## src/rtl/ppd_pkg.sv

```systemverilog
package ppd_pkg;

    // Field widths of one segment.
    localparam int START_W  = 12;
    localparam int SLOPE_W  = 16;
    localparam int OFFSET_W = 10;
    localparam int PIXEL_W  = 8;
    localparam int VALUE_W  = 16;
    localparam int CFG_W    = 48;
    localparam int CFG_IDX_W = 3;

    // Slopes are Q4.12, so one unit of slope is a shift by twelve.
    localparam int SLOPE_FRAC = 12;

    // Segments held in the packed registers, and segments per register.
    localparam int PACKED_SEGMENTS = 6;
    localparam int SEGS_PER_REG    = 3;

    // Segment index width; covers every allowed segment count plus one.
    localparam int SEG_W = 4;

    // Default parameter values.
    localparam int DEF_MAX_SEGMENTS  = 6;
    localparam int DEF_OUTPUT_LIMIT  = 4095;
    localparam int DEF_FRACTION_BITS = 4;

    // Register indexes of the configuration port.
    typedef enum logic [CFG_IDX_W-1:0] {
        REG_STARTS_LOW  = 3'd0,
        REG_STARTS_HIGH = 3'd1,
        REG_SLOPES_LOW  = 3'd2,
        REG_SLOPES_HIGH = 3'd3,
        REG_OFFS_LOW    = 3'd4,
        REG_OFFS_HIGH   = 3'd5,
        REG_SEG_COUNT   = 3'd6
    } t_reg_idx;

    // One decompanding segment, with a zero slope already read as one.
    typedef struct packed {
        logic [START_W-1:0]         start;
        logic [SLOPE_W-1:0]         slope;
        logic signed [OFFSET_W-1:0] offset;
    } t_seg;

    // An item travelling down the segment search chain.
    typedef struct packed {
        logic               valid;
        logic [PIXEL_W-1:0] pixel;
        logic [SEG_W-1:0]   seg;
        logic               search;
        logic               bypass;
    } t_token;

endpackage

```

## src/rtl/ppd_finish.sv

```systemverilog
module ppd_finish #(
    parameter int OUTPUT_LIMIT  = ppd_pkg::DEF_OUTPUT_LIMIT,
    parameter int FRACTION_BITS = ppd_pkg::DEF_FRACTION_BITS
) (
    input  logic                        i_clk,
    input  logic                        i_rst_n,
    input  ppd_pkg::t_token             i_tok,
    input  ppd_pkg::t_seg               i_cur,
    input  ppd_pkg::t_seg               i_nxt,
    input  logic                        i_has_next,
    output logic                        o_loaded,
    output logic                        o_valid,
    input  logic                        i_ready,
    output logic [ppd_pkg::VALUE_W-1:0] o_value
);
    import ppd_pkg::*;

    localparam int VW = 52;
    localparam int MA = 18;
    localparam int MB = 34;
    localparam int CW = $clog2(VW + 1);
    localparam int LIMIT_FULL = OUTPUT_LIMIT << FRACTION_BITS;
    localparam int LIMIT_Q = (LIMIT_FULL > 65535) ? 65535 : LIMIT_FULL;

    typedef enum logic [11:0] {
        F_IDLE = 12'b0000_0000_0001,
        F_M0   = 12'b0000_0000_0010,
        F_M1   = 12'b0000_0000_0100,
        F_M2   = 12'b0000_0000_1000,
        F_M3   = 12'b0000_0001_0000,
        F_M4   = 12'b0000_0010_0000,
        F_M5   = 12'b0000_0100_0000,
        F_M6   = 12'b0000_1000_0000,
        F_M7   = 12'b0001_0000_0000,
        F_DIV  = 12'b0010_0000_0000,
        F_SAT  = 12'b0100_0000_0000,
        F_DONE = 12'b1000_0000_0000
    } t_fstate;

    t_fstate                 r_state;
    logic [PIXEL_W-1:0]      r_pixel;
    logic                    r_has_next;
    t_seg                    r_cur;
    t_seg                    r_nxt;
    logic signed [VW-1:0]    r_un;
    logic signed [VW-1:0]    r_ln;
    logic signed [VW-1:0]    r_nn;
    logic signed [VW-1:0]    r_prod;
    logic                    r_clamp;
    logic                    r_test;
    logic                    r_snap;
    logic [VW-1:0]           r_quo;
    logic [MA-1:0]           r_rem;
    logic [MA-1:0]           r_div;
    logic [CW-1:0]           r_cnt;
    logic [VALUE_W-1:0]      r_res;
    logic                    r_out_valid;
    logic [VALUE_W-1:0]      r_out;

    logic signed [MA-1:0]    mul_a;
    logic signed [MB-1:0]    mul_b;
    logic signed [VW-1:0]    mul_p;
    logic signed [VW-1:0]    s_v;
    logic signed [VW-1:0]    d_v;
    logic signed [VW-1:0]    lower;
    logic signed [VW-1:0]    upper;
    logic signed [VW-1:0]    ln_c;
    logic signed [VW-1:0]    sum;
    logic signed [VW-1:0]    un0;
    logic signed [VW-1:0]    ln0;
    logic [VW-1:0]           pass;
    logic [MA:0]             rem_sh;
    logic                    qbit;
    logic                    load;

    // Current slope, and the slope scaled by one unit of the Q4.12 format.
    assign s_v = $signed(VW'(r_cur.slope));
    assign d_v = s_v <<< SLOPE_FRAC;

    // Shared multiplier; each step feeds it one pair of operands.
    always_comb begin
        mul_a = '0;
        mul_b = '0;
        case (r_state)
            F_M0: begin
                mul_a = $signed(MA'(r_cur.slope));
                mul_b = $signed(MB'(OUTPUT_LIMIT));
            end
            F_M1: begin
                mul_a = $signed(MA'(r_cur.slope));
                mul_b = $signed(MB'(r_nxt.start));
            end
            F_M2: begin
                mul_a = $signed(MA'(r_nxt.slope));
                mul_b = r_un[MB-1:0];
            end
            F_M3: begin
                mul_a = MA'(r_nxt.offset);
                mul_b = $signed(MB'(r_cur.slope));
            end
            F_M4: begin
                mul_a = $signed(MA'(r_cur.slope));
                mul_b = $signed(MB'(r_pixel));
            end
            F_M5: begin
                mul_a = $signed(MA'(r_cur.slope));
                mul_b = $signed(MB'(r_nxt.start)) - MB'(1);
            end
            F_M6: begin
                mul_a = $signed(MA'(r_cur.slope));
                mul_b = $signed(MB'(r_cur.start));
            end
            default: begin
                mul_a = '0;
                mul_b = '0;
            end
        endcase
    end

    assign mul_p = mul_a * mul_b;

    // Bin edges of a new item, both scaled by the slope.
    assign un0 = (($signed(VW'(i_tok.pixel)) + VW'(1) - VW'(i_cur.offset)) <<< SLOPE_FRAC)
                 - $signed(VW'(i_cur.slope));
    assign ln0 = ($signed(VW'(i_tok.pixel)) - VW'(i_cur.offset)) <<< SLOPE_FRAC;
    assign pass = VW'(i_tok.pixel) << FRACTION_BITS;

    // Window of the truncated next-segment code that equals the pixel.
    assign lower = (r_pixel == '0) ? (VW'(1) - d_v) : (r_prod <<< SLOPE_FRAC);
    assign upper = (r_prod <<< SLOPE_FRAC) + d_v;

    // Lower edge clamped up to the segment start, then the sum of the edges.
    assign ln_c = (r_ln < r_prod) ? r_prod : r_ln;
    assign sum  = r_un + ln_c;

    // One restoring division step.
    assign rem_sh = {r_rem, r_quo[VW-1]};
    assign qbit   = rem_sh >= {1'b0, r_div};

    assign load = (r_state == F_DONE) && (!r_out_valid || i_ready);

    // Step sequencer.
    always_ff @(posedge i_clk) begin
        if (!i_rst_n) begin
            r_state <= F_IDLE;
        end else begin
            case (r_state)
                F_IDLE: begin
                    if (i_tok.valid) begin
                        r_state <= i_tok.bypass ? F_DONE : F_M0;
                    end
                end
                F_M0: r_state <= F_M1;
                F_M1: r_state <= F_M2;
                F_M2: r_state <= F_M3;
                F_M3: r_state <= F_M4;
                F_M4: r_state <= F_M5;
                F_M5: r_state <= F_M6;
                F_M6: r_state <= F_M7;
                F_M7: r_state <= (sum <= 0) ? F_DONE : F_DIV;
                F_DIV: begin
                    if (r_cnt == CW'(VW - 1)) begin
                        r_state <= F_SAT;
                    end
                end
                F_SAT: r_state <= F_DONE;
                F_DONE: begin
                    if (load) begin
                        r_state <= F_IDLE;
                    end
                end
                default: r_state <= F_IDLE;
            endcase
        end
    end

    // Datapath of each step.
    always_ff @(posedge i_clk) begin
        r_prod <= mul_p;
        case (r_state)
            F_IDLE: begin
                r_pixel    <= i_tok.pixel;
                r_has_next <= i_has_next;
                r_cur      <= i_cur;
                r_nxt      <= i_nxt;
                r_un       <= un0;
                r_ln       <= ln0;
                r_res      <= (pass > VW'(LIMIT_Q)) ? VALUE_W'(LIMIT_Q) : pass[VALUE_W-1:0];
            end
            F_M1: begin
                r_clamp <= r_un > r_prod;
                if (r_un > r_prod) begin
                    r_un <= r_prod;
                end
            end
            F_M2: r_test <= !r_clamp && r_has_next && (r_un >= r_prod);
            F_M3: r_nn <= r_prod;
            F_M4: r_nn <= r_nn + (r_prod <<< SLOPE_FRAC);
            F_M5: r_snap <= r_test && !((r_nn >= lower) && (r_nn < upper));
            F_M6: begin
                if (r_snap) begin
                    r_un <= r_prod;
                end
            end
            F_M7: begin
                r_res <= '0;
                r_quo <= VW'((sum <<< FRACTION_BITS) + s_v);
                r_rem <= '0;
                r_div <= MA'({r_cur.slope, 1'b0});
                r_cnt <= '0;
            end
            F_DIV: begin
                r_rem <= qbit ? MA'(rem_sh - {1'b0, r_div}) : rem_sh[MA-1:0];
                r_quo <= {r_quo[VW-2:0], qbit};
                r_cnt <= r_cnt + CW'(1);
            end
            F_SAT: begin
                r_res <= (r_quo > VW'(LIMIT_Q)) ? VALUE_W'(LIMIT_Q) : r_quo[VALUE_W-1:0];
            end
            default: begin
                r_cnt <= r_cnt;
            end
        endcase
    end

    // Output register; a new item may enter the chain while it waits.
    always_ff @(posedge i_clk) begin
        if (!i_rst_n) begin
            r_out_valid <= 1'b0;
        end else if (load) begin
            r_out_valid <= 1'b1;
        end else if (i_ready) begin
            r_out_valid <= 1'b0;
        end
        if (load) begin
            r_out <= r_res;
        end
    end

    assign o_loaded = load;
    assign o_valid  = r_out_valid;
    assign o_value  = r_out;

endmodule

```

## config.mk

```make
export PLATFORM = sky130hd
export DESIGN_NAME = ppd_finish
export DESIGN_NICKNAME = d
export VERILOG_FILES = /design/src/rtl/ppd_pkg.sv /design/src/rtl/ppd_finish.sv
export SDC_FILE = /design/constraint.sdc
export NUM_CORES = 2
export LEC_CHECK = 0
export ABC_CLOCK_PERIOD_IN_PS = 8000
export BUFFER_PORTS_ARGS = -buffer_cell sky130_fd_sc_hd__buf_2
export CORE_MARGIN = 4
export CORE_UTILIZATION = 50
export CTS_BUF_LIST = sky130_fd_sc_hd__clkbuf_16
export DETAILED_ROUTE_END_ITERATION = 12
export GPL_ROUTABILITY_DRIVEN = 1
export GPL_TIMING_DRIVEN = 0
export HOLD_SLACK_MARGIN = 0.12
export PLACE_DENSITY = 0.71
export SETUP_SLACK_MARGIN = 0.3
export SLEW_MARGIN = 30
export SYNTH_ARGS = -nofsm -noshare
export SYNTH_HDL_FRONTEND = slang
export SYNTH_SLANG_ARGS = --single-unit
```

## constraint.sdc

```tcl
create_clock -name i_clk -period 8 [get_ports i_clk]
set_input_delay 0 -clock i_clk [delete_from_list [all_inputs] [get_ports i_clk]]
set_output_delay 0 -clock i_clk [all_outputs]
set_load 0.1 [all_outputs]
```

==> qor.csv <==
metric,value,unit
final_util,0.595,
drv_slew,0,
cts.sinks,382,
rows,115,
min_path_type,in -> reg,
p_leak,26.6,nW
seqPwrFrac,0.305,
synth-main-ff-cell,edfxtp_1,
final_nets,7157,
vdd_drop_max,0.182,mV
port_buffers,107,
syn_area_per_cell,8.92,µm²
syn_area,49500,µm²
fmax,116,MHz
place_hpwl,136000,µm
startpoint_type,register,
path_max_fanout,10,
crit_top_cell,fa_1,
fin_crit_sh,1.08,
ys_seq_area_frac,0.219,
core_area,98300,µm²
setup_tns,-6390,ps
cp.required,8540,ps
path_clk_slew,60,ps
avgViaCountPerCell,6.01,
antenna_found_initial,6,
die_w,323,µm
groute.usage.overall,0.333,
yosys_warnings,0,
layout_min_cycle_time,8630,ps
cap_violations,0,
final_cells,7343,
mostFrequentLayoutCell,inv_1,
finalWirelength,175000,µm
final_cell_mix,"792 x inv_1, 696 x nand2_1, 568 x fa_1, 438 x ha_1, 403 x nor2_1",
total_power,9.59,mW
switchingPower,4.10,mW
synth_edf_count,317,
criticalPathCategory,reg -> reg,
cts_buffers,47,
p_clk_frac,0.250,
dieArea,104000,µm²
clock_path_buffers,3,
failed_checks,negative setup slack,
grt_pass1_wl,262000,µm
die_y,323,µm
swShare,0.427,
drtIter0Drc,4616,
cpPeakStageDelay,910,ps
yosysUniqueCellTypes,90,
async_flop_share,0,
start_util,0.504,
dpl_cell_area,52200,µm²
setup_ws,-626,ps
synth_cells,5546,
n_fill_cell,8300,
grt_pass1_vias,43400,
gp_congestion,1.01,
clkLatencyLatePin,680,ps
placed_cells,6972,
skew,84.7,ps
max_slew_margin,0.288,
grt_max_degree,54,
drc,0,
vias,44100,
antenna_left,0,
cpMaxStageDelayCell,a222oi_1,
ios,113,
gr-total-overflow,0,
intPower,5.49,mW
drive_gt1_frac,0.128,
crit_path_end_kind,register,
combPwrFrac,0.445,
dr.pass1.iters,6,
rsz0062_at_grt,true,
root_buffer,clkbuf_16,
final_hold_viol_count,0,
stdcell_area,58500,µm²
finalSetupViolations,20,
h-tree-depth,2,
syn2layout_area_growth,18.2,%
power_density,164,nW/µm²
synth-seq-cells,382,
cts_tree,built,
worst_pin_slew,1070,ps
wl_per_cell,23.9,µm
status,finished with violations,
crit_arrival,9170,ps
critical path, delay by kind of cell (launching register included):
| kind | cells | cell delay (ps) |
|---|---|---|
| and+or+nand+nor | 9 | 1070 |
| DFF | 1 | 400 |
| buffers and inverters | 8 | 860 |
| adders and majority gates | 7 | 3300 |
| AOI/OAI and AO/OA | 10 | 2660 |
| xor gates and xnor gates | 1 | 190 |
flip-flops by register name, indices dropped and copies added (netlist names), 18 cells and up:
| name | flops |
|---|---|
| r_prod | 52 |
| r_nn | 52 |
| r_un | 52 |
| r_quo | 52 |
| r_nxt | 38 |
| r_rem | 18 |
cells in the mapped netlist, types with 11 or more instances:
library cell    n  area (µm²)
a22oi_1        15         113
xor2_1        107         937
and2_1         76         475
nor3_1         65         325
o2111ai_1      15         131
o31ai_1        15         113
o21bai_1       32         240
nor2b_1        52         325
nand4_1        72         450
a211oi_1       35         263
ha_1          457        5720
a21oi_1       314        1570
o21ai_0       298        1490
mux2i_1        17         170
xnor2_1       154        1350
nand3_1        76         380
a221oi_1       13         114
nor3b_1        11        82.6
clkbuf_1      184         691
edfxtp_1      317        9520
fa_1          592       11900
o211ai_1       15         113
dfxtp_1        65        1300
nand2b_1       46         288
nor2_1        431        1620
a21boi_0       13        97.6
nor4_1         48         300
a221o_1        13         130
or3_1          31         194
a21o_1        145        1090
o21a_1         33         248
a31oi_1        16         100
nand2_1       724        2720
inv_1         811        3040
a211o_1        18         158
nand4b_1       14         123
and3_1         31         194
layout make-up:
cell class,instances,area [µm²],share of cell area
Antenna cell,4,10.0,0.000171
Sequential cell,382,10900,0.186
Clock buffer,47,1180,0.0201
Inverter,815,3080,0.0526
Buffer,201,1470,0.0251
Multi-Input combinational cell,4164,36400,0.622
Timing Repair Buffer,402,3360,0.0574
Clock inverter,41,541,0.00924
Tap cell,1287,1610,0.0275
stage by stage:
step	setup slack, ps	hold slack [ps]
after floorplan	265	76.2
after global placement	-3170	176
after detailed placement	-2500	178
after CTS	-351	122
after global routing	-683	157
final	-626	161
power groups by stage:
stage / combinational (mW) / sequential (mW) / clock [mW]
6_report: 4.27 / 2.92 / 2.40
5_1_grt: 4.66 / 2.91 / 2.50
4_1_cts: 4.03 / 2.90 / 2.42
3_5_place_dp: 3.83 / 2.93 / 0
3_3_place_gp: 3.72 / 2.97 / 0
2_1_floorplan: 2.76 / 2.72 / 0
cell families (layout without fill, tap and decap cells):
family | count (synthesis) | count (layout) | synth area share
other | 2 | 22 | 0.000152
multiplexers | 18 | 18 | 0.00367
AO/OA/AOI/OAI | 1096 | 1096 | 0.140
adder cells (fa/ha/maj) | 1049 | 1049 | 0.355
flip-flops | 382 | 382 | 0.219
buffers and inverters | 1016 | 1506 | 0.0774
XOR/XNOR | 261 | 261 | 0.0462
AND/OR/NAND/NOR | 1722 | 1722 | 0.159
repair_timing:
action | CTS | global route
hold buffers | 157 | 0
endpoints found under the setup margin | 80 | 62
buffers inserted | 74 | 46
resized for setup | 388 | 242
pin swaps | 124 | 81
endpoints found under the hold margin | 142 | 0
worst paths after layout:
kind                   start           to  slack, ps  cells past startpoint
setup / recovery  r_state[2]   r_prod[45]       -630                     35
hold / removal     i_cur[13]      d_v[15]        160                      2
setup reg to reg  r_state[2]   r_prod[45]       -630                     35
hold reg to reg    r_res[14]  o_value[14]        420                      0
layer usage:
layer  track usage  wire (µm)  vias to the layer above  part of all wire
li1              -          -                    19500                 -
met1         0.435      66900                    21600              0.38
met2         0.504      75800                     2427              0.43
met3        0.0942      20500                      610              0.12
met4         0.180      11900                        4             0.068
met5             0         25                        -           0.00014
Note: power is estimated with default switching activity, not from simulation.
