--- config.mk ---
export PLATFORM = sky130hd
export DESIGN_NAME = ppd_cell
export DESIGN_NICKNAME = d
export VERILOG_FILES = /design/src/rtl/ppd_pkg.sv /design/src/rtl/ppd_cell.sv
export SDC_FILE = /design/constraint.sdc
export NUM_CORES = 1
export LEC_CHECK = 0
export ABC_AREA = 1
export BUFFER_PORTS_ARGS = -buffer_cell sky130_fd_sc_hd__buf_2
export CAP_MARGIN = 20
export CORE_ASPECT_RATIO = 1.75
export CORE_MARGIN = 3
export CORE_UTILIZATION = 40
export DETAILED_ROUTE_END_ITERATION = 12
export GPL_ROUTABILITY_DRIVEN = 0
export SLEW_MARGIN = 10
export SYNTH_ARGS = -nofsm -noshare
export SYNTH_HDL_FRONTEND = slang
export SYNTH_SLANG_ARGS = --single-unit
--- constraint.sdc ---
create_clock -name i_clk -period 7.2 [get_ports i_clk]
set_clock_uncertainty 0.15 [all_clocks]
set_input_delay 1.44 -clock i_clk [delete_from_list [all_inputs] [get_ports i_clk]]
set_output_delay 1.44 -clock i_clk [all_outputs]
set_load 0.005 [all_outputs]
--- src/rtl/ppd_pkg.sv ---
package ppd_pkg;

    // Field widths of one segment.
    localparam int START_W  = 12;
    localparam int SLOPE_W  = 16;
    localparam int OFFSET_W = 10;
    localparam int PIXEL_W  = 8;
    localparam int VALUE_W  = 16;
    localparam int CFG_W    = 48;
    localparam int CFG_IDX_W = 3;

    // Slopes are Q4.12, so one unit of slope is a shift by twelve.
    localparam int SLOPE_FRAC = 12;

    // Segments held in the packed registers, and segments per register.
    localparam int PACKED_SEGMENTS = 6;
    localparam int SEGS_PER_REG    = 3;

    // Segment index width; covers every allowed segment count plus one.
    localparam int SEG_W = 4;

    // Default parameter values.
    localparam int DEF_MAX_SEGMENTS  = 6;
    localparam int DEF_OUTPUT_LIMIT  = 4095;
    localparam int DEF_FRACTION_BITS = 4;

    // Register indexes of the configuration port.
    typedef enum logic [CFG_IDX_W-1:0] {
        REG_STARTS_LOW  = 3'd0,
        REG_STARTS_HIGH = 3'd1,
        REG_SLOPES_LOW  = 3'd2,
        REG_SLOPES_HIGH = 3'd3,
        REG_OFFS_LOW    = 3'd4,
        REG_OFFS_HIGH   = 3'd5,
        REG_SEG_COUNT   = 3'd6
    } t_reg_idx;

    // One decompanding segment, with a zero slope already read as one.
    typedef struct packed {
        logic [START_W-1:0]         start;
        logic [SLOPE_W-1:0]         slope;
        logic signed [OFFSET_W-1:0] offset;
    } t_seg;

    // An item travelling down the segment search chain.
    typedef struct packed {
        logic               valid;
        logic [PIXEL_W-1:0] pixel;
        logic [SEG_W-1:0]   seg;
        logic               search;
        logic               bypass;
    } t_token;

endpackage

--- src/rtl/ppd_cell.sv ---
module ppd_cell (
    input  logic                      i_clk,
    input  logic                      i_rst_n,
    input  ppd_pkg::t_token           i_tok,
    input  ppd_pkg::t_seg             i_seg,
    input  logic [ppd_pkg::START_W-1:0] i_next_start,
    input  logic                      i_next_ok,
    output ppd_pkg::t_token           o_tok
);
    import ppd_pkg::*;

    logic signed [29:0] lhs;
    logic [27:0]        rhs;
    logic               go;
    ppd_pkg::t_token    r_tok;

    // Inverse of this segment's line reaching the next start moves the item on.
    assign lhs = ($signed({22'd0, i_tok.pixel}) - 30'(i_seg.offset)) <<< SLOPE_FRAC;
    assign rhs = 28'(i_next_start) * 28'(i_seg.slope);
    assign go  = i_tok.search && i_next_ok && (lhs >= $signed({2'b00, rhs}));

    // Hand the item to the next cell.
    always_ff @(posedge i_clk) begin
        if (!i_rst_n) begin
            r_tok.valid <= 1'b0;
        end else begin
            r_tok.valid <= i_tok.valid;
        end
        r_tok.pixel  <= i_tok.pixel;
        r_tok.seg    <= i_tok.seg + SEG_W'(go);
        r_tok.search <= go;
        r_tok.bypass <= i_tok.bypass;
    end

    assign o_tok = r_tok;

endmodule

==> results.tsv, run 1 <==
metric	value	unit
Compound-Gate Fraction of Synth Area	4.981	%
ranking of synthesized cells by area	fa_1, ha_1, inv_1, nand2_1, dfxtp_1	
most used cell, CP	fa_1	
number of flip-flops in the largest register	15	
first-pass detailed-route iteration total	4	
Clock Sinks	15	
Crit Path Class	input pin to flop	
fin crit share	101.2	%
CP peak stage delay	0.53	ns
setup ws final	-0.08373	ns
Critical Path Start	i_seg[13]	
Initial DRC Count	251	
number of synthesized flops with an enable pin	0	
yosys warns	0	
CTS Hold Bufs	0	
# diodes	0	
hold crit path type	input pin to flop	
XOR/XNOR Fraction of Synth Area	3.393	%
sequential fraction of the synthesis area	4.011	%
largest net degree at the start of global routing	13	
synth cell count leaders	inv_1, nand2_1, fa_1	
ys async rst share	0	%
TritonCTS Buffers	3	
Post-Synth Adder-Cell Area	52.75	%
Slowest cell on crit path	fa_1	
grt ovf	0	
Critical Path End	o_tok[5]	
largest family of logic cells by synthesized area	adder cells	
Vias per Instance	4.660	
final setup fails	3	
CP arrival	7.27	ns
violated checks	negative setup slack	
Bufs on Longest Clock Path	2	
Final min period	7.284	ns
Via Count	6538	
initial antenna violation count	0	
Die Y	187.0	um
Area growth syn-to-layout	31.56	%
Mapped Area	7486	um^2
nets	1469	
Die W	109.4	um
Worst EP required	7.18	ns
Synth Register Bits	15	
core footprint	18220	um^2
Port Buffers	70	
Pins Over Slew Limit	0	
Synth Area in Simple Gates	18.57	%
drt wl/cell	12.85	um
largest area contributor in the netlist	fa_1	
slew of the pin with the lowest slew margin	0.3118	ns
Final ANT Viol Nets	0	
H-tree levels	1	
DRC errors left	0	
CTS tree	yes	
Critical Path Sink Type	flop	
fmax	0.1373	GHz
proportion of synthesized area in mux cells	0	%
most frequent cell after synthesis	inv_1	
Synth top area share	37.71	%
Synth Area per Inst	7.478	um^2
GRT Total Usage	18.45	%
routed wire length	18.03	mm
Slew HR	79.06	%
Worst-path clk slew	0.05	ns
Distinct cells, synth	33	
setup repair after global routing missed its margin	true	
ys flop type	dfxtp_1	
CP max FO	8	
max cap viols	0	
CP startpoint kind	input pin	
first-pass GRT wire length	31.24	mm
root buffer cell	clkbuf_16	
layout cells sized above 1	27.89	%
Starting Density	41.09	%
outcome	finished, violations left	
Synth Instances	1001	
Post-Syn Nets	1300	
Fin. Hold Viols	0	
die area	20460	um^2
Post-Route Utilization	54.06	%
Post-DP HPWL	15.93	mm
number of global-route vias before repair	7043	
row count	65	
num ports	83	
==> cell usage in the layout (no fill, tap or decap), types with 7 or more instances in the layout <==
cell | netlist | final
buf_8 | 0 | 8
xor2_1 | 17 | 17
inv_2 | 3 | 17
nor2_1 | 24 | 18
buf_2 | 0 | 49
xnor2_1 | 12 | 11
nand2_2 | 8 | 31
ha_4 | 0 | 15
buf_4 | 0 | 125
a21oi_2 | 5 | 11
o21ai_2 | 3 | 7
fa_1 | 141 | 138
inv_1 | 281 | 267
buf_6 | 0 | 13
nand2_1 | 266 | 236
a21oi_1 | 31 | 22
ha_1 | 90 | 73
dfxtp_1 | 15 | 15
nand3_1 | 22 | 21
buf_12 | 0 | 7
==> worst max-delay path: cells and delay by family <==
family / cells / cell delay (ns)
buffers and inverters: 6 / 0.35
AND/OR/NAND/NOR: 11 / 1.53
adder cells (fa/ha/maj): 8 / 3.36
AO/OA/AOI/OAI: 2 / 0.28
XOR/XNOR: 2 / 0.30
==> per-stage QoR <==
step / hold slack [ns] / cells / TNS (ns) / instance area [um^2] / setup WS, ns
3_3_place_gp: 1.393 / 1374 / -2.961 / 8977 / -0.7221
3_5_place_dp: 1.394 / 1374 / -3.008 / 8977 / -0.7407
5_1_grt: 1.140 / 1403 / -1.018 / 9848 / -0.3318
6_report: 1.147 / 1403 / -0.2091 / 9848 / -0.08373
2_1_floorplan: 1.318 / 1001 / -0.6074 / 7757 / -0.1913
4_1_cts: 1.140 / 1394 / -0.4036 / 9469 / -0.1501
==> cell type report <==
| class | count | area (um^2) |
|---|---|---|
| inverter | 285 | 1070 |
| multi-input combinational | 661 | 6476 |
| sequential | 15 | 300.3 |
| tap | 234 | 292.8 |
| clock buffer | 4 | 78.83 |
| timing repair buffer | 204 | 1630 |
| fill | 1719 | 8369 |
==> kinds of logic (layout without fill, tap and decap cells) <==
family | after synthesis | count (layout)
AND/OR/NAND/NOR | 340 | 340
buffers and inverters | 325 | 493
adder cells (fa/ha/maj) | 231 | 231
AO/OA/AOI/OAI | 61 | 61
XOR/XNOR | 29 | 29
flip-flops | 15 | 15
==> worst min path at each step <==
| stage | from | to | slack (ns) | depth (start not counted) |
|---|---|---|---|---|
| 3_5_place_dp | i_tok[0] | o_tok[0] | 1.39 | 1 |
| 6_report | i_tok[0] | o_tok[0] | 1.15 | 1 |
| 2_1_floorplan | i_tok[0] | o_tok[0] | 1.32 | 0 |
| 3_3_place_gp | i_tok[0] | o_tok[0] | 1.39 | 1 |
| 4_1_cts | i_tok[0] | o_tok[0] | 1.14 | 1 |
| 5_1_grt | i_tok[0] | o_tok[0] | 1.14 | 1 |
==> timing repair <==
action | CTS | global route
resized for setup | 76 | 81
gates cloned | 1 | 0
endpoints found under the setup margin | 5 | 4
setup buffers | 15 | 9
pin swaps | 45 | 66
==> layer usage <==
| metal | GRT usage [%] | part of all wire, % | vias up |
|---|---|---|---|
| met5 | 0 | 0 | - |
| met4 | 5.041 | 2.8 | 0 |
| met3 | 0.6908 | 2.5 | 39 |
| met2 | 35.22 | 56 | 115 |
| met1 | 21.84 | 39 | 3153 |
| li1 | - | - | 3231 |
Power of run 1 is not shown: default switching activity piles up to over one toggle a cycle in this logic, so the estimate is an artifact.
==> run 2: changes to the inputs <==
Settings changed: CELL_PAD_IN_SITES_DETAIL_PLACEMENT from default to 1, CELL_PAD_IN_SITES_GLOBAL_PLACEMENT from default to 1, PLACE_DENSITY_LB_ADDON from default to 0.1.
==> results.tsv, run 2 (same netlist as run 1, synthesis figures left out) <==
metric	value	unit
outcome	finished, violations left	
violated checks	negative setup slack	
Slew HR	78.69	%
# diodes	0	
CTS tree	yes	
Worst-path clk slew	0.05	ns
Final ANT Viol Nets	0	
drt wl/cell	14.97	um
setup ws final	-0.1438	ns
Initial DRC Count	137	
first-pass detailed-route iteration total	4	
Crit Path Class	input pin to flop	
layout cells sized above 1	27.26	%
Worst EP required	7.23	ns
Fin. Hold Viols	0	
setup repair after global routing missed its margin	true	
Bufs on Longest Clock Path	2	
fmax	0.1362	GHz
Vias per Instance	4.782	
Die W	109.4	um
largest net degree at the start of global routing	12	
Post-DP HPWL	18.09	mm
placed cells	1375	
Final min period	7.344	ns
first-pass GRT wire length	35.55	mm
die area	20460	um^2
Starting Density	41.09	%
H-tree levels	1	
Pins Over Slew Limit	0	
Area growth syn-to-layout	30.20	%
final setup fails	3	
min-delay src	i_tok[0]	
most used cell, CP	fa_1	
number of flip-flops in the largest register	15	
Port Buffers	70	
DRC errors left	0	
Die Y	187.0	um
CP max FO	9	
CP arrival	7.38	ns
core footprint	18220	um^2
initial antenna violation count	1	
worst slack, placed	-0.8367	ns
CP startpoint kind	input pin	
num ports	83	
grt ovf	0	
CP peak stage delay	0.60	ns
TritonCTS Buffers	3	
Via Count	6680	
row count	65	
post-route non-filler standard cell count	1397	
GRT Total Usage	21.54	%
max cap viols	0	
most frequent cells in the layout	inv_1, nand2_1, fa_1	
root buffer cell	clkbuf_16	
routed wire length	20.92	mm
slew of the pin with the lowest slew margin	0.3173	ns
Critical Path Sink Type	flop	
Clock Sinks	15	
Final Instance Area	9747	um^2
Hold WS	1.140	ns
commonest non-fill, non-tap cell in the layout	inv_1	
Slowest cell on crit path	fa_1	
Critical Path Start	i_seg[17]	
nets	1463	
Placed Area	8947	um^2
hold crit path type	input pin to flop	
number of global-route vias before repair	7633	
fin crit share	102.0	%
run 2: cell types whose count changed in the layout (fill, tap and decap cells not counted), moves of 3 or more:
cell / before / now
buf_4: 125 / 121
fa_1: 138 / 133
nand2_2: 31 / 24
nand2_1: 236 / 245
buf_6: 13 / 16
fa_2: 3 / 8
run 2: layout make-up:
class	instances	area [um^2]
Clock buffer	3	75.07
Clock inverter	1	5.005
Fill cell	2270	8471
Inverter	285	1070
Multi-Input combinational cell	661	6447
Sequential cell	15	300.3
Tap cell	234	292.8
Timing Repair Buffer	198	1556
run 2: per-layer routing:
metal | share of wire, % | vias up | track usage, % | wire (um)
li1 | - | 3216 | - | -
met1 | 36 | 3303 | 24.15 | 7552
met2 | 58 | 110 | 42.14 | 12210
met3 | 1.7 | 49 | 0.7599 | 364
met4 | 3.7 | 2 | 6.769 | 780
met5 | 0.072 | - | 0 | 15
run 2: worst max-delay path, delay by kind of cell:
| kind | cells | cell delay, ns |
|---|---|---|
| compound gates | 4 | 0.70 |
| xor+xnor | 2 | 0.27 |
| fa+ha+maj | 9 | 3.49 |
| buf+inv | 5 | 0.37 |
| simple gates | 8 | 1.10 |
run 2: final timing paths:
kind	endpoint	slack, ns	depth (start not counted)
setup / recovery	o_tok[4]	-0.14	28
hold / removal	o_tok[0]	1.14	1
run 2: metrics by stage:
step / util [%] / TNS (ns)
3_3_place_gp: 49.11 / -3.567
4_1_cts: 51.76 / -0.8796
3_5_place_dp: 49.11 / -3.494
5_1_grt: 53.50 / -1.572
6_report: 53.50 / -0.3826
2_1_floorplan: - / -0.6074
run 2: timing repair:
| item | 4_1_cts | 5_1_grt |
|---|---|---|
| setup buffers | 11 | 6 |
| hold buffers | 0 | 0 |
| pin swaps | 40 | 57 |
| cloned | 1 | 0 |
| resized for setup | 81 | 76 |
| setup endpoints to repair | 5 | 5 |
Power of run 2 is left out for the same reason.
==> run 3: changes to the inputs <==
Settings changed: CORE_MARGIN 3 to default, CORE_UTILIZATION 40 to 35.
==> results.tsv, run 3 (same netlist as run 1, synthesis figures left out) <==
metric	value	unit
outcome	finished, violations left	
violated checks	negative setup slack	
Clock Sinks	15	
Final ANT Viol Nets	0	
CP peak stage delay	0.53	ns
# diodes	0	
Bufs on Longest Clock Path	2	
TritonCTS Buffers	3	
most used cell, CP	fa_1	
setup repair after global routing missed its margin	true	
setup ws final	-0.1335	ns
Starting Density	35.76	%
number of flip-flops in the largest register	15	
Fin. Hold Viols	0	
drt wl/cell	14.78	um
Via Count	6728	
commonest non-fill, non-tap cell in the layout	inv_1	
CP startpoint kind	input pin	
met2 track demand over resource	43.19	%
row count	70	
routed wire length	21.21	mm
Area growth syn-to-layout	34.43	%
H-tree levels	1	
fmax	0.1364	GHz
CTS Hold Bufs	0	
Die Y	195.5	um
Worst-path clk slew	0.05	ns
Critical Path Sink Type	flop	
first-pass GRT wire length	36.56	mm
fin crit share	101.9	%
die area	22000	um^2
CP arrival	7.37	ns
layout cells sized above 1	28.83	%
Slew HR	77.95	%
Pins Over Slew Limit	0	
most frequent cells in the layout	inv_1, nand2_1, fa_1	
CTS tree	yes	
hold-critical path depth	1	
Initial DRC Count	161	
Slowest cell on crit path	fa_1	
nets	1483	
min-delay src	i_tok[0]	
Final min period	7.334	ns
met1 usage	22.50	%
WHS Endpoint	o_tok[0]	
worst slack, placed	-0.9438	ns
final setup fails	3	
Crit Path Class	input pin to flop	
# fillers	2610	
slew of the pin with the lowest slew margin	0.3296	ns
DRC errors left	0	
initial antenna violation count	1	
Port Buffers	70	
Post-DP HPWL	18.15	mm
Worst EP required	7.23	ns
CP max FO	7	
hold crit path type	input pin to flop	
grt ovf	0	
Vias per Instance	4.689	
Die W	112.6	um
max cap viols	0	
number of global-route vias before repair	7568	
GRT Total Usage	20.91	%
root buffer cell	clkbuf_16	
core footprint	20930	um^2
largest net degree at the start of global routing	12	
first-pass detailed-route iteration total	4	
global routing usage on met3	1.117	%
num ports	83	
GR peak layer	met2	
-- run 3: cell types whose count changed in the layout (fill, tap and decap cells not counted), moves of 3 or more --
cell | previous run | this run
buf_6 | 16 | 24
buf_4 | 121 | 129
nand2_2 | 24 | 28
a21oi_4 | 4 | 7
a21oi_2 | 10 | 6
fa_1 | 133 | 136
nand2_1 | 245 | 240
fa_2 | 8 | 5
-- run 3: routing by layer --
layer	wire [um]	vias up	share of wire, %
met1	7887	3354	37
li1	-	3251	-
met3	353	31	1.7
met5	8	-	0.038
met2	12440	90	59
met4	525	2	2.5
-- run 3: worst max-delay path, delay by kind of cell --
family	cells	cell delay (ns)
AOI/OAI and AO/OA	5	0.63
xor gates and xnor gates	2	0.27
adders and majority gates	9	3.42
buffers and inverters	7	0.47
and+or+nand+nor	9	1.13
-- run 3: per-stage QoR --
step	area (um^2)	setup TNS [ns]	hold slack, ns	util [%]	std cells
after floorplan	7757	-0.6074	1.318	-	1001
after global placement	8947	-3.723	1.393	42.74	1390
after detailed placement	8947	-3.986	1.394	42.74	1390
after CTS	9808	-0.2909	1.128	46.86	1423
after global routing	10060	-1.207	1.128	48.08	1435
final	10060	-0.3527	1.137	48.08	1435
-- run 3: repair_timing --
action,CTS,global route
pin swaps,73,61
gates resized for setup,138,44
gates cloned,1,0
endpoints found under the setup margin,5,5
setup buffers,29,13
-- run 3: cell type report --
type | count | area [um^2] | share of cell area, %
repair buffers | 218 | 1754 | 17.43
flip-flops and latches | 15 | 300.3 | 2.984
multi-input cells | 661 | 6541 | 65.00
clock buffers | 3 | 75.07 | 0.7460
clock inverters | 1 | 7.507 | 0.07460
inverters | 285 | 1070 | 10.63
well taps | 252 | 315.3 | 3.133
-- run 3: how the worst max path moves through the flow --
stage	cells past startpoint	to	start	slack, ns
floorplan	32	o_tok[5]	i_next_start[8]	-0.19
global placement	26	o_tok[5]	i_next_start[5]	-0.89
detailed placement	26	o_tok[5]	i_next_start[5]	-0.94
CTS	27	o_tok[4]	i_next_start[3]	-0.12
global route	32	o_tok[4]	i_next_start[4]	-0.37
finish	32	o_tok[4]	i_next_start[4]	-0.13
Power of run 3 is left out for the same reason.
